## config.mk

```make
export PLATFORM = sky130hd
export DESIGN_NAME = blec_cell
export DESIGN_NICKNAME = d
export VERILOG_FILES = /design/src/rtl/core/blec_pkg.sv /design/src/rtl/core/blec_cell.sv
export SDC_FILE = /design/constraint.sdc
export NUM_CORES = 1
export LEC_CHECK = 0
export ABC_AREA = 1
export BUFFER_PORTS_ARGS = -buffer_cell sky130_fd_sc_hd__buf_2
export CAP_MARGIN = 30
export CORE_UTILIZATION = 54
export DETAILED_ROUTE_END_ITERATION = 10
export MAX_ROUTING_LAYER = met4
export PLACE_DENSITY = 0.95
export SYNTH_ARGS = -nofsm -noshare
export SYNTH_HDL_FRONTEND = slang
export SYNTH_SLANG_ARGS = --single-unit
```

## constraint.sdc

```tcl
create_clock -name clock -period 7.2 [get_ports clock]
set_input_delay 1.08 -clock clock [delete_from_list [all_inputs] [get_ports clock]]
set_output_delay 1.08 -clock clock [all_outputs]
set_load 0.05 [all_outputs]
```

## src/rtl/core/blec_pkg.sv

```systemverilog
// ----------------------------------------------------------------------------
// blec_pkg
// Shared types and constants for the bounded list engine and its cells.
// ----------------------------------------------------------------------------
package blec_pkg;

   localparam int DEPTH   = 256;
   localparam int IDX_W   = $clog2(DEPTH);
   localparam int LEN_W   = $clog2(DEPTH + 1);
   localparam int DATA_W  = 64;
   localparam int FUNC_W  = 3;
   localparam int POS_W   = 16;
   localparam int STAT_W  = 2;
   // signed width that holds length + position without overflow
   localparam int K_W     = ((LEN_W > POS_W) ? LEN_W : POS_W) + 2;

   typedef logic signed [DATA_W-1:0] elem_type;
   typedef logic [FUNC_W-1:0]        func_type;
   typedef logic signed [POS_W-1:0]  pos_type;
   typedef logic [LEN_W-1:0]         len_type;
   typedef logic [IDX_W-1:0]         idx_type;
   typedef logic [STAT_W-1:0]        stat_type;

   localparam func_type FN_GET    = 3'd0;
   localparam func_type FN_SET    = 3'd1;
   localparam func_type FN_APPEND = 3'd2;
   localparam func_type FN_POP    = 3'd3;
   localparam func_type FN_INSERT = 3'd4;
   localparam func_type FN_REMOVE = 3'd5;

   localparam stat_type ST_OK      = 2'd0;
   localparam stat_type ST_RANGE   = 2'd1;
   localparam stat_type ST_FULL    = 2'd2;
   localparam stat_type ST_MISSING = 2'd3;

   typedef enum logic [2:0] {
      CO_HOLD,
      CO_WRITE,
      CO_INSERT,
      CO_DELETE_AT,
      CO_DELETE_REGION
   } cell_op_type;

   // broadcast to every cell of the chain
   typedef struct packed {
      cell_op_type op;
      idx_type     idx;
      len_type     count;
      elem_type    value;
   } cell_cmd_type;

   typedef enum logic [1:0] {
      S_IDLE,
      S_PREP,
      S_EXEC
   } state_type;

endpackage

```

## src/rtl/core/blec_cell.sv

```systemverilog
// ----------------------------------------------------------------------------
// blec_cell
// One list entry: holds a value, takes a neighbor's value on a shift, and
// compares itself against the broadcast operand.
// ----------------------------------------------------------------------------
module blec_cell import blec_pkg::*; (
   input  logic         clock,
   input  cell_cmd_type cmd,
   input  idx_type      cell_index,
   input  logic         in_region,
   input  elem_type     left_data,
   input  elem_type     right_data,
   output elem_type     data,
   output logic         match
);

   elem_type data_ff, data_in;

   always_comb begin
      data_in = data_ff;
      unique case (cmd.op)
         CO_HOLD: begin
            data_in = data_ff;
         end
         CO_WRITE: begin
            if (cell_index == cmd.idx) data_in = cmd.value;
         end
         CO_INSERT: begin
            if (cell_index > cmd.idx)       data_in = left_data;
            else if (cell_index == cmd.idx) data_in = cmd.value;
         end
         CO_DELETE_AT: begin
            if (cell_index >= cmd.idx) data_in = right_data;
         end
         CO_DELETE_REGION: begin
            if (in_region) data_in = right_data;
         end
         default: begin
            data_in = data_ff;
         end
      endcase
   end

   always_ff @(posedge clock) begin
      data_ff <= data_in;
   end

   assign data  = data_ff;
   // only entries inside the list take part in a search
   assign match = (LEN_W'(cell_index) < cmd.count) && (data_ff == cmd.value);

endmodule

```

---- Yosys cells after proc, flatten, opt, wreduce, memory -nomap -nowiden ----
Cells that the tools add are included.
cells by class
  $lt $le $gt $ge ......................... 3
  equal/unequal tests ..................... 8
  muxes and demuxes ....................... 5
  reduce and logical (&&, ||, !) cells .... 3
operators by type and width
  kind                number
  $mux 64             4
  $pmux 64 s4         1
  $eq 64x64->1        1
  $lt 8x9->1          1
  $eq 8x8->1          1
  $ge 8x8->1          1
  $gt 8x8->1          1
  $eq 3x2->1 const B  2
  $ne 2x2->1 const B  2
  $reduce_bool 4->1   1
  $eq 3x1->1 const B  1
  $eq 3x3->1 const B  1
  $reduce_and 3->1    1
  $logic_and 1x1->1   1
word-level totals
  flip-flop bits (word level) ............. 64
  bits of input ports ..................... 222
  output and inout port bits .............. 65
  logic and storage cells ................. 20

---- Logic depth before layout (Yosys ltp) ----
Gate-level depths: netlist of run 1.
  depth after elaboration ................. 4
  gate-level depth with buffers ........... 13

---- Least setup slack after synthesis of run 1 ----
No wires, ideal clock.
  kind .................................... input -> register
  start point ............................. input cmd[80] (netlist name)
  end point ............................... register data_ff[0], in the netlist data[0], enable pin
  data arrival time ....................... 3,444 ps
  data required time ...................... 6,782 ps
  slack ................................... 3,338 ps
  stages on the path ...................... 10
  path buffers ............................ 2
  path through ............................ inv_1 > ha_1 > nand2_2 > nor2_4 > nand4_4 > buf_6 > clkbuf_1 > nand2_1 > o21ai_0 > inv_1
on the way
  cells in the longest elaborated chain, start to end .. 3
ends and longest elaborated chain
  element                     line             source
  from (decl)                 blec_cell.sv:8   input cell_cmd_type cmd,
  $ge 8x8->1                  blec_cell.sv:33  if (cell_index >= cmd.idx) data_in = right_data;
  $ne 2x2->1 (no line)        -
  $reduce_and 3->1 (no line)  -
  to (signal assigned)        blec_cell.sv:45  data_ff <= data_in;
  to (decl)                   blec_cell.sv:17  elem_type data_ff, data_in;
No other way between the ends.
A chain may end at the register's enable or synchronous reset.

---- Worst setup path in the final report of run 1 ----
  start point ............................. input cell_index[1]
  end point ............................... register data_ff[47], in the netlist data[47], enable pin
on the way
  cells in the longest elaborated chain, start to end .. 3
ends and longest elaborated chain
  element                     line             source
  from (decl)                 blec_cell.sv:9   input idx_type cell_index,
  $ge 8x8->1                  blec_cell.sv:33
  $ne 2x2->1 (no line)        -
  $reduce_and 3->1 (no line)  -
No other way between the ends.

==> results of run 1 <==
## power by group through the flow
stage          combinational, uW  sequential [uW]  clock [uW]
2_1_floorplan                297              639           0
3_3_place_gp                 581              507           0
3_5_place_dp                 597              509           0
4_1_cts                      598              502         434
5_1_grt                      667              507         452
6_report                     600              502         430
## cells by family (layout without fill, tap and decap cells)
group / after synthesis / after routing / share of synthesized area (%)
adders and majority gates: 15 / 15 / 2.72
and+or+nand+nor: 640 / 640 / 37.9
AOI/OAI and AO/OA: 139 / 139 / 10.2
xor gates and xnor gates: 10 / 10 / 1.27
DFF: 64 / 64 / 27.9
buffers and inverters: 327 / 581 / 20.1
## final timing paths
path                            depth (start not counted)  slack, ps        to
worst max-delay path                                   12       3270  data[47]
worst min-delay path                                    6        840  data[49]
worst max register to register                          6       5950   data[8]
worst min register to register                          6        840  data[49]
## cells in the final DEF (no fill, tap or decap), types with 2 or more instances in the layout
master / netlist / final
nor3_1: 5 / 4
clkbuf_16: 0 / 9
nand2_1: 453 / 453
a21oi_1: 6 / 6
inv_2: 0 / 2
nor2_1: 46 / 46
o21ai_1: 122 / 122
edfxtp_1: 64 / 64
buf_2: 26 / 286
buf_4: 5 / 7
o21ai_0: 8 / 8
ha_1: 15 / 15
inv_1: 272 / 270
xor2_1: 10 / 10
nand3_1: 130 / 130
nand2_2: 2 / 2
clkinv_2: 0 / 2
## area by class of cell
cell class | instances | share of cell area (%)
multi-input cells | 804 | 42.2
flip-flops and latches | 64 | 22.6
repair buffers | 293 | 17.4
inverters | 272 | 12.0
clock buffers | 10 | 2.69
well taps | 168 | 2.47
clock inverters | 6 | 0.705
## Yosys cell counts (all sizes together)
master,number
nand4,1
o21ai,130
or2,1
nor2,47
nand2,456
clkbuf,10
o21a,1
o31ai,1
inv,272
edfxtp,64
buf,45
nor3,5
xor2,10
o21bai,1
ha,15
a21oi,6
nand3,130
## worst reg2reg max path: stages (launching register included)
cell and delay, ps:
edfxtp_1 410, inv_1 90, nand2_1 50, o21ai_1 180
nand2_1 100, nand3_1 110, nand2_1 70
## layer usage
metal,track usage (%),up-vias
met4,13.4,0
met5,-,-
li1,-,4139
met2,55.9,412
met1,36.0,3445
met3,4.90,59
## stage by stage
step	hold slack [ps]	std cells	worst slack [ps]
after CTS	838	1617	3300
after floorplan	1120	1195	3340
after global routing	888	1617	3150
after global placement	802	1601	3010
after detailed placement	825	1601	2960
final	837	1617	3270
==> summary.txt, run 1 <==
Worst setup path
  • WS Path Type: in -> reg
  • Arrival time at the worst endpoint: 3890 ps
  • Critical path's largest stage delay: 590 ps
  • CP max-delay cell: buf_4
  • CP delay by family, top: buffers and inverters
  • CP Buf/Inv Count: 5
  • Top cell by count, worst path: nand2_1
  • Crit end category: flip-flop
  • Worst path cell trace: buf_2, ha_1, inv_1, o21bai_1, nand2_1, nand2_1, nand2_1, nand2_2, buf_4, o21ai_0, inv_2, buf_4
  • Worst-path fanout max: 66
  • Origin of the critical flop-to-flop path: data[8]
  • Data required time at the worst endpoint: 7160 ps
  • Startpoint types: primary input
  • CP Launch Point: cell_index[1]

Timing
  • Period utilization: 54.6%
  • Setup_tns: 0 ps
  • Final min period: 3930 ps
  • Worst Tran Pin Value: 860 ps
  • Rel. slew slack: 42.7%
  • RSZ-0062 raised after global routing: false
  • Slew Viols, Final: 0
  • Final setup fails: 0
  • Hold Vio Cnt, Final: 0
  • Setup Skew: 0 ps
  • Fmax: 254 MHz

Synthesis
  • Netlist cell types: 23
  • Mapped Cells: 1195
  • Top-area cell type share of the netlist area: 27.9%
  • Syn_area_per_cell: 5.77 um^2
  • Synthesis-stage register bit count: 64
  • Mapped Nets: 1432
  • Sequential cell area fraction in the yosys report: 27.9%
  • Yosys warning count: 0
  • Post-synthesis cell area: 6900 um^2
  • Synth area leader: edfxtp_1
  • Dominant cells by area after synthesis: edfxtp_1 28%, nand2_1 25%, inv_1 15%

Pwr
  • Pwr/cell area: 180 nW/um^2
  • Gate power share: 39.2%
  • Worst VDD drop: 0.109 mV
  • Internal: 925 uW
  • Leakage power figure: 0.00522 uW
  • Reg power frac: 32.8%
  • Clock Power Share: 28.1%
  • Total power: 1530 uW
  • Switch share: 39.7%
  • Switching pwr: 609 uW

Global routing
  • GRT Overall Usage: 31.9%
  • Vias in the first global route: 7396
  • Largest net degree at the start of global routing: 89
  • Antenna violations before repair: 0
  • GRT overflow: 0
  • First-pass GRT wire length: 32.4 mm

Routing
  • WL met1: 7.81 mm
  • Top Layer Used: met4
  • Metal2 WL: 10.1 mm
  • Detail Route met3 WL: 1.80 mm
  • WL/cell: 12.6 um
  • Drc violations: 0
  • Via count: 8055
  • Vias per cell: 4.98
  • Detailed Route Iter0 Violations: 502
  • Total wire length: 20.4 mm
  • ANT nets after route: 0
  • Drt pass-1 iters: 5

Floorplanning
  • Die W: 115 um
  • Boundary Pins: 287
  • Core Box Area: 12200 um^2
  • Die area: 13200 um^2
  • Row count: 40
  • Die Ht: 115 um
  • Initial core utilization: 56.5%

Placed design
  • Number of port buffers: 286
  • Detailed Place HPWL: 14.8 mm
  • Placed cell areas: 8230 um^2
  • GP Congestion: 0.868

Cells and area
  • Area of the multi-input gates: 3590 um^2
  • Sequential cell area: 1920 um^2
  • Max reg flops: 64
  • Area Overhead vs Synth: 23.6%
  • N_diodes: 0
  • Final Util: 69.8%
  • Fillers: 1077
  • Nets: 1681
  • Fraction of layout instances using a drive strength above 1: 21.8%
  • Final instance area: 8520 um^2

Clocking
  • Bufs on Longest Clock Path: 2
  • Hold_buf cts: 0
  • CTS sink cnt: 64
  • CTS tree: built
  • CTS buffer count: 9
  • CTS HTree Levels: 3
  • Worst-path clk slew: 50 ps
  • CTS root buf: clkbuf_16
  • Skew-Pair Late Insertion Delay: 310 ps
  • Post-CTS sizing: 0
  • # Post-CTS Setup Buffers: 0

Job
  • MaxCap Viol Count: 0

Hold path
  • HP Start: data[49]
  • Tightest Hold Check Type: reg -> reg

Outcome
  • Status: complete, no violations
(Power assumes the default switching activity.)
==> run 2: changes to the inputs <==
Settings changed: CORE_UTILIZATION 54 to 50, PLACE_DENSITY 0.95 to 0.9.
Clock period 7.2 ns to 3.85 ns, I/O delays scaled along.
==> summary.txt, run 2 (synthesized netlist as in run 1, its figures left out) <==
Outcome
  • Status: complete, no violations (unchanged)

Routing
  • ANT nets after route: 0 (unchanged)
  • WL/cell: 12.9 um (was 12.6 um)
  • Detailed Route Iter0 Violations: 599 (was 502)
  • Drt pass-1 iters: 5 (unchanged)
  • Vias per cell: 4.94 (was 4.98)
  • Total wire length: 20.9 mm (was 20.4 mm)
  • Via count: 8048 (was 8055)
  • Drc violations: 0 (unchanged)

Hold path
  • Hold Path End: data[29] (was data[49])
  • Tightest Hold Check Type: in -> reg (was reg -> reg)
  • HP Start: right_data[29] (was data[49])
  • Hold Path Depth: 5 (was 6)

Worst setup path
  • RR Endpoint: data[57] (was data[8])
  • Arrival time at the worst endpoint: 2880 ps (was 3890 ps)
  • Data required time at the worst endpoint: 3940 ps (was 7160 ps)
  • CP max-delay cell: nand2_4 (was buf_4)
  • Crit end category: flip-flop (unchanged)
  • WS Path Type: in -> reg (unchanged)
  • Worst-path fanout max: 64 (was 66)
  • Top cell by count, worst path: nand2_1 (unchanged)
  • R2r setup slk: 2590 ps (was 5950 ps)
  • Critical path's largest stage delay: 800 ps (was 590 ps)
  • Worst path cell trace: buf_2, inv_1, ha_1, nand2_2, nor2_4, nand4_4, nand2_4, nand2_1, nand3_1, nand2_1 (was buf_2, ha_1, inv_1, o21bai_1, nand2_1, nand2_1, nand2_1, nand2_2, buf_4, o21ai_0, inv_2, buf_4)
  • CP Buf/Inv Count: 2 (was 5)
  • CP delay by family, top: simple AND/OR/NAND/NOR gates (was buffers and inverters)
  • Reg2reg path depth: 6 (unchanged)
  • Origin of the critical flop-to-flop path: data[57] (was data[8])
  • Startpoint types: primary input (unchanged)

Timing
  • Worst Tran Pin Value: 783 ps (was 860 ps)
  • Slew Viols, Final: 0 (unchanged)
  • Fmax: 358 MHz
  • Final min period: 2790 ps
  • Period utilization: 72.5%
  • Final setup fails: 0 (unchanged)
  • Rel. slew slack: 47.8% (was 42.7%)
  • Hold Vio Cnt, Final: 0 (unchanged)
  • Setup Skew: 0 ps (unchanged)
  • Setup_tns: 0 ps (unchanged)
  • RSZ-0062 raised after global routing: false (unchanged)

Global routing
  • Antenna violations before repair: 1 (was 0)
  • First-pass GRT wire length: 32.9 mm (was 32.4 mm)
  • GRT Overall Usage: 29.8% (was 31.9%)
  • GRT overflow: 0 (unchanged)
  • Largest net degree at the start of global routing: 90 (was 89)
  • Vias in the first global route: 7298 (was 7396)

Clocking
  • CTS tree: built (unchanged)
  • Worst-path clk slew: 50 ps (about the same)
  • Bufs on Longest Clock Path: 2 (unchanged)
  • Post-CTS sizing: 0 (unchanged)
  • # Post-CTS Setup Buffers: 0 (unchanged)
  • CTS root buf: clkbuf_16 (unchanged)
  • Hold_buf cts: 0 (unchanged)
  • CTS buffer count: 9 (unchanged)
  • CTS sink cnt: 64 (unchanged)
  • CTS HTree Levels: 3 (unchanged)
  • Skew-Pair Late Insertion Delay: 330 ps (was 310 ps)

Cells and area
  • Area Overhead vs Synth: 24.5% (was 23.6%)
  • Max reg flops: 64 (unchanged)
  • Fin cells: 1629 (was 1617)
  • Fraction of layout instances using a drive strength above 1: 21.8% (about the same)
  • Nets: 1684 (was 1681)
  • Most common cell after layout, fill and taps aside: nand2_1 (unchanged)
  • Most frequent cells in the layout: 453 x nand2_1, 286 x buf_2, 270 x inv_1, 130 x nand3_1, 122 x o21ai_1 (unchanged)

Floorplanning
  • Boundary Pins: 287 (unchanged)
  • Die W: 119 um (was 115 um)
  • Core Box Area: 13300 um^2 (was 12200 um^2)
  • Die Ht: 119 um (was 115 um)
  • Initial core utilization: 51.7% (was 56.5%)
  • Die area: 14300 um^2 (was 13200 um^2)
  • Row count: 42 (was 40)

Placed design
  • Number of port buffers: 286 (unchanged)
  • GP Congestion: 0.885 (was 0.868)
  • Dpl cells: 1612 (was 1601)
  • Detailed Place HPWL: 15.3 mm (was 14.8 mm)

Pwr
  • Leakage power figure: 0.00525 uW (was 0.00522 uW)
  • Pwr/cell area: 335 nW/um^2 (was 180 nW/um^2)
  • Total power: 2880 uW (was 1530 uW)
  • Worst VDD drop: 0.168 mV (was 0.109 mV)

Job
  • MaxCap Viol Count: 0 (unchanged)
run 2: changes by cell type in the layout (fill, tap and decap cells not counted):
cell	previous run	this run
buf_12	0	3
clkbuf_1	1	2
clkinv_1	1	2
clkinv_4	1	0
clkinvlp_4	1	0
diode_2	0	1
run 2: area by class of cell:
type / count / area (um^2)
clock buffers: 11 / 233
well taps: 176 / 220
inverters: 272 / 1020
diodes: 1 / 2.50
repair buffers: 296 / 1540
clock inverters: 5 / 47.5
flip-flops and latches: 64 / 1920
fillers: 1248 / 4760
multi-input cells: 804 / 3590
run 2: layer usage:
layer  vias up  GRT usage, %  share of wire, %
met4         0          13.2               2.8
met3        50          4.41               8.6
met1      3439          35.3                40
li1       4154             -                 -
met5         -             -                 0
met2       405          50.2                48
run 2: per-stage QoR:
step	utilization, %	hold WS (ps)	cell area [um^2]	setup WS [ps]
floorplan	-	842	6900	491
global placement	62.2	798	8300	801
detailed placement	62.2	823	8300	747
CTS	64.3	590	8580	1070
global route	64.3	612	8580	864
finish	64.3	601	8580	1060
run 2: worst min-delay path, delay by kind of cell:
kind / cells / cell delay [ps]
buffers and inverters: 2 / 110
AND/OR/NAND/NOR: 2 / 80
AO/OA/AOI/OAI: 1 / 60
run 2: worst max-delay path by stage:
stage,from,cells past startpoint,end
2_1_floorplan,cmd[80],10,data[0]
3_3_place_gp,cmd[80],10,data[51]
3_5_place_dp,cmd[80],10,data[30]
4_1_cts,cmd[80],10,data[63]
5_1_grt,cmd[80],10,data[45]
6_report,cmd[80],10,data[7]
run 2: power breakdown:
group	switching, uW	leakage (uW)	internal [uW]	total, uW
Sequential	61.0	0.000621	879	940
Combinational	777	0.00450	357	1130
Clock	309	0.000138	495	803
Total	1150	0.00525	1730	2880
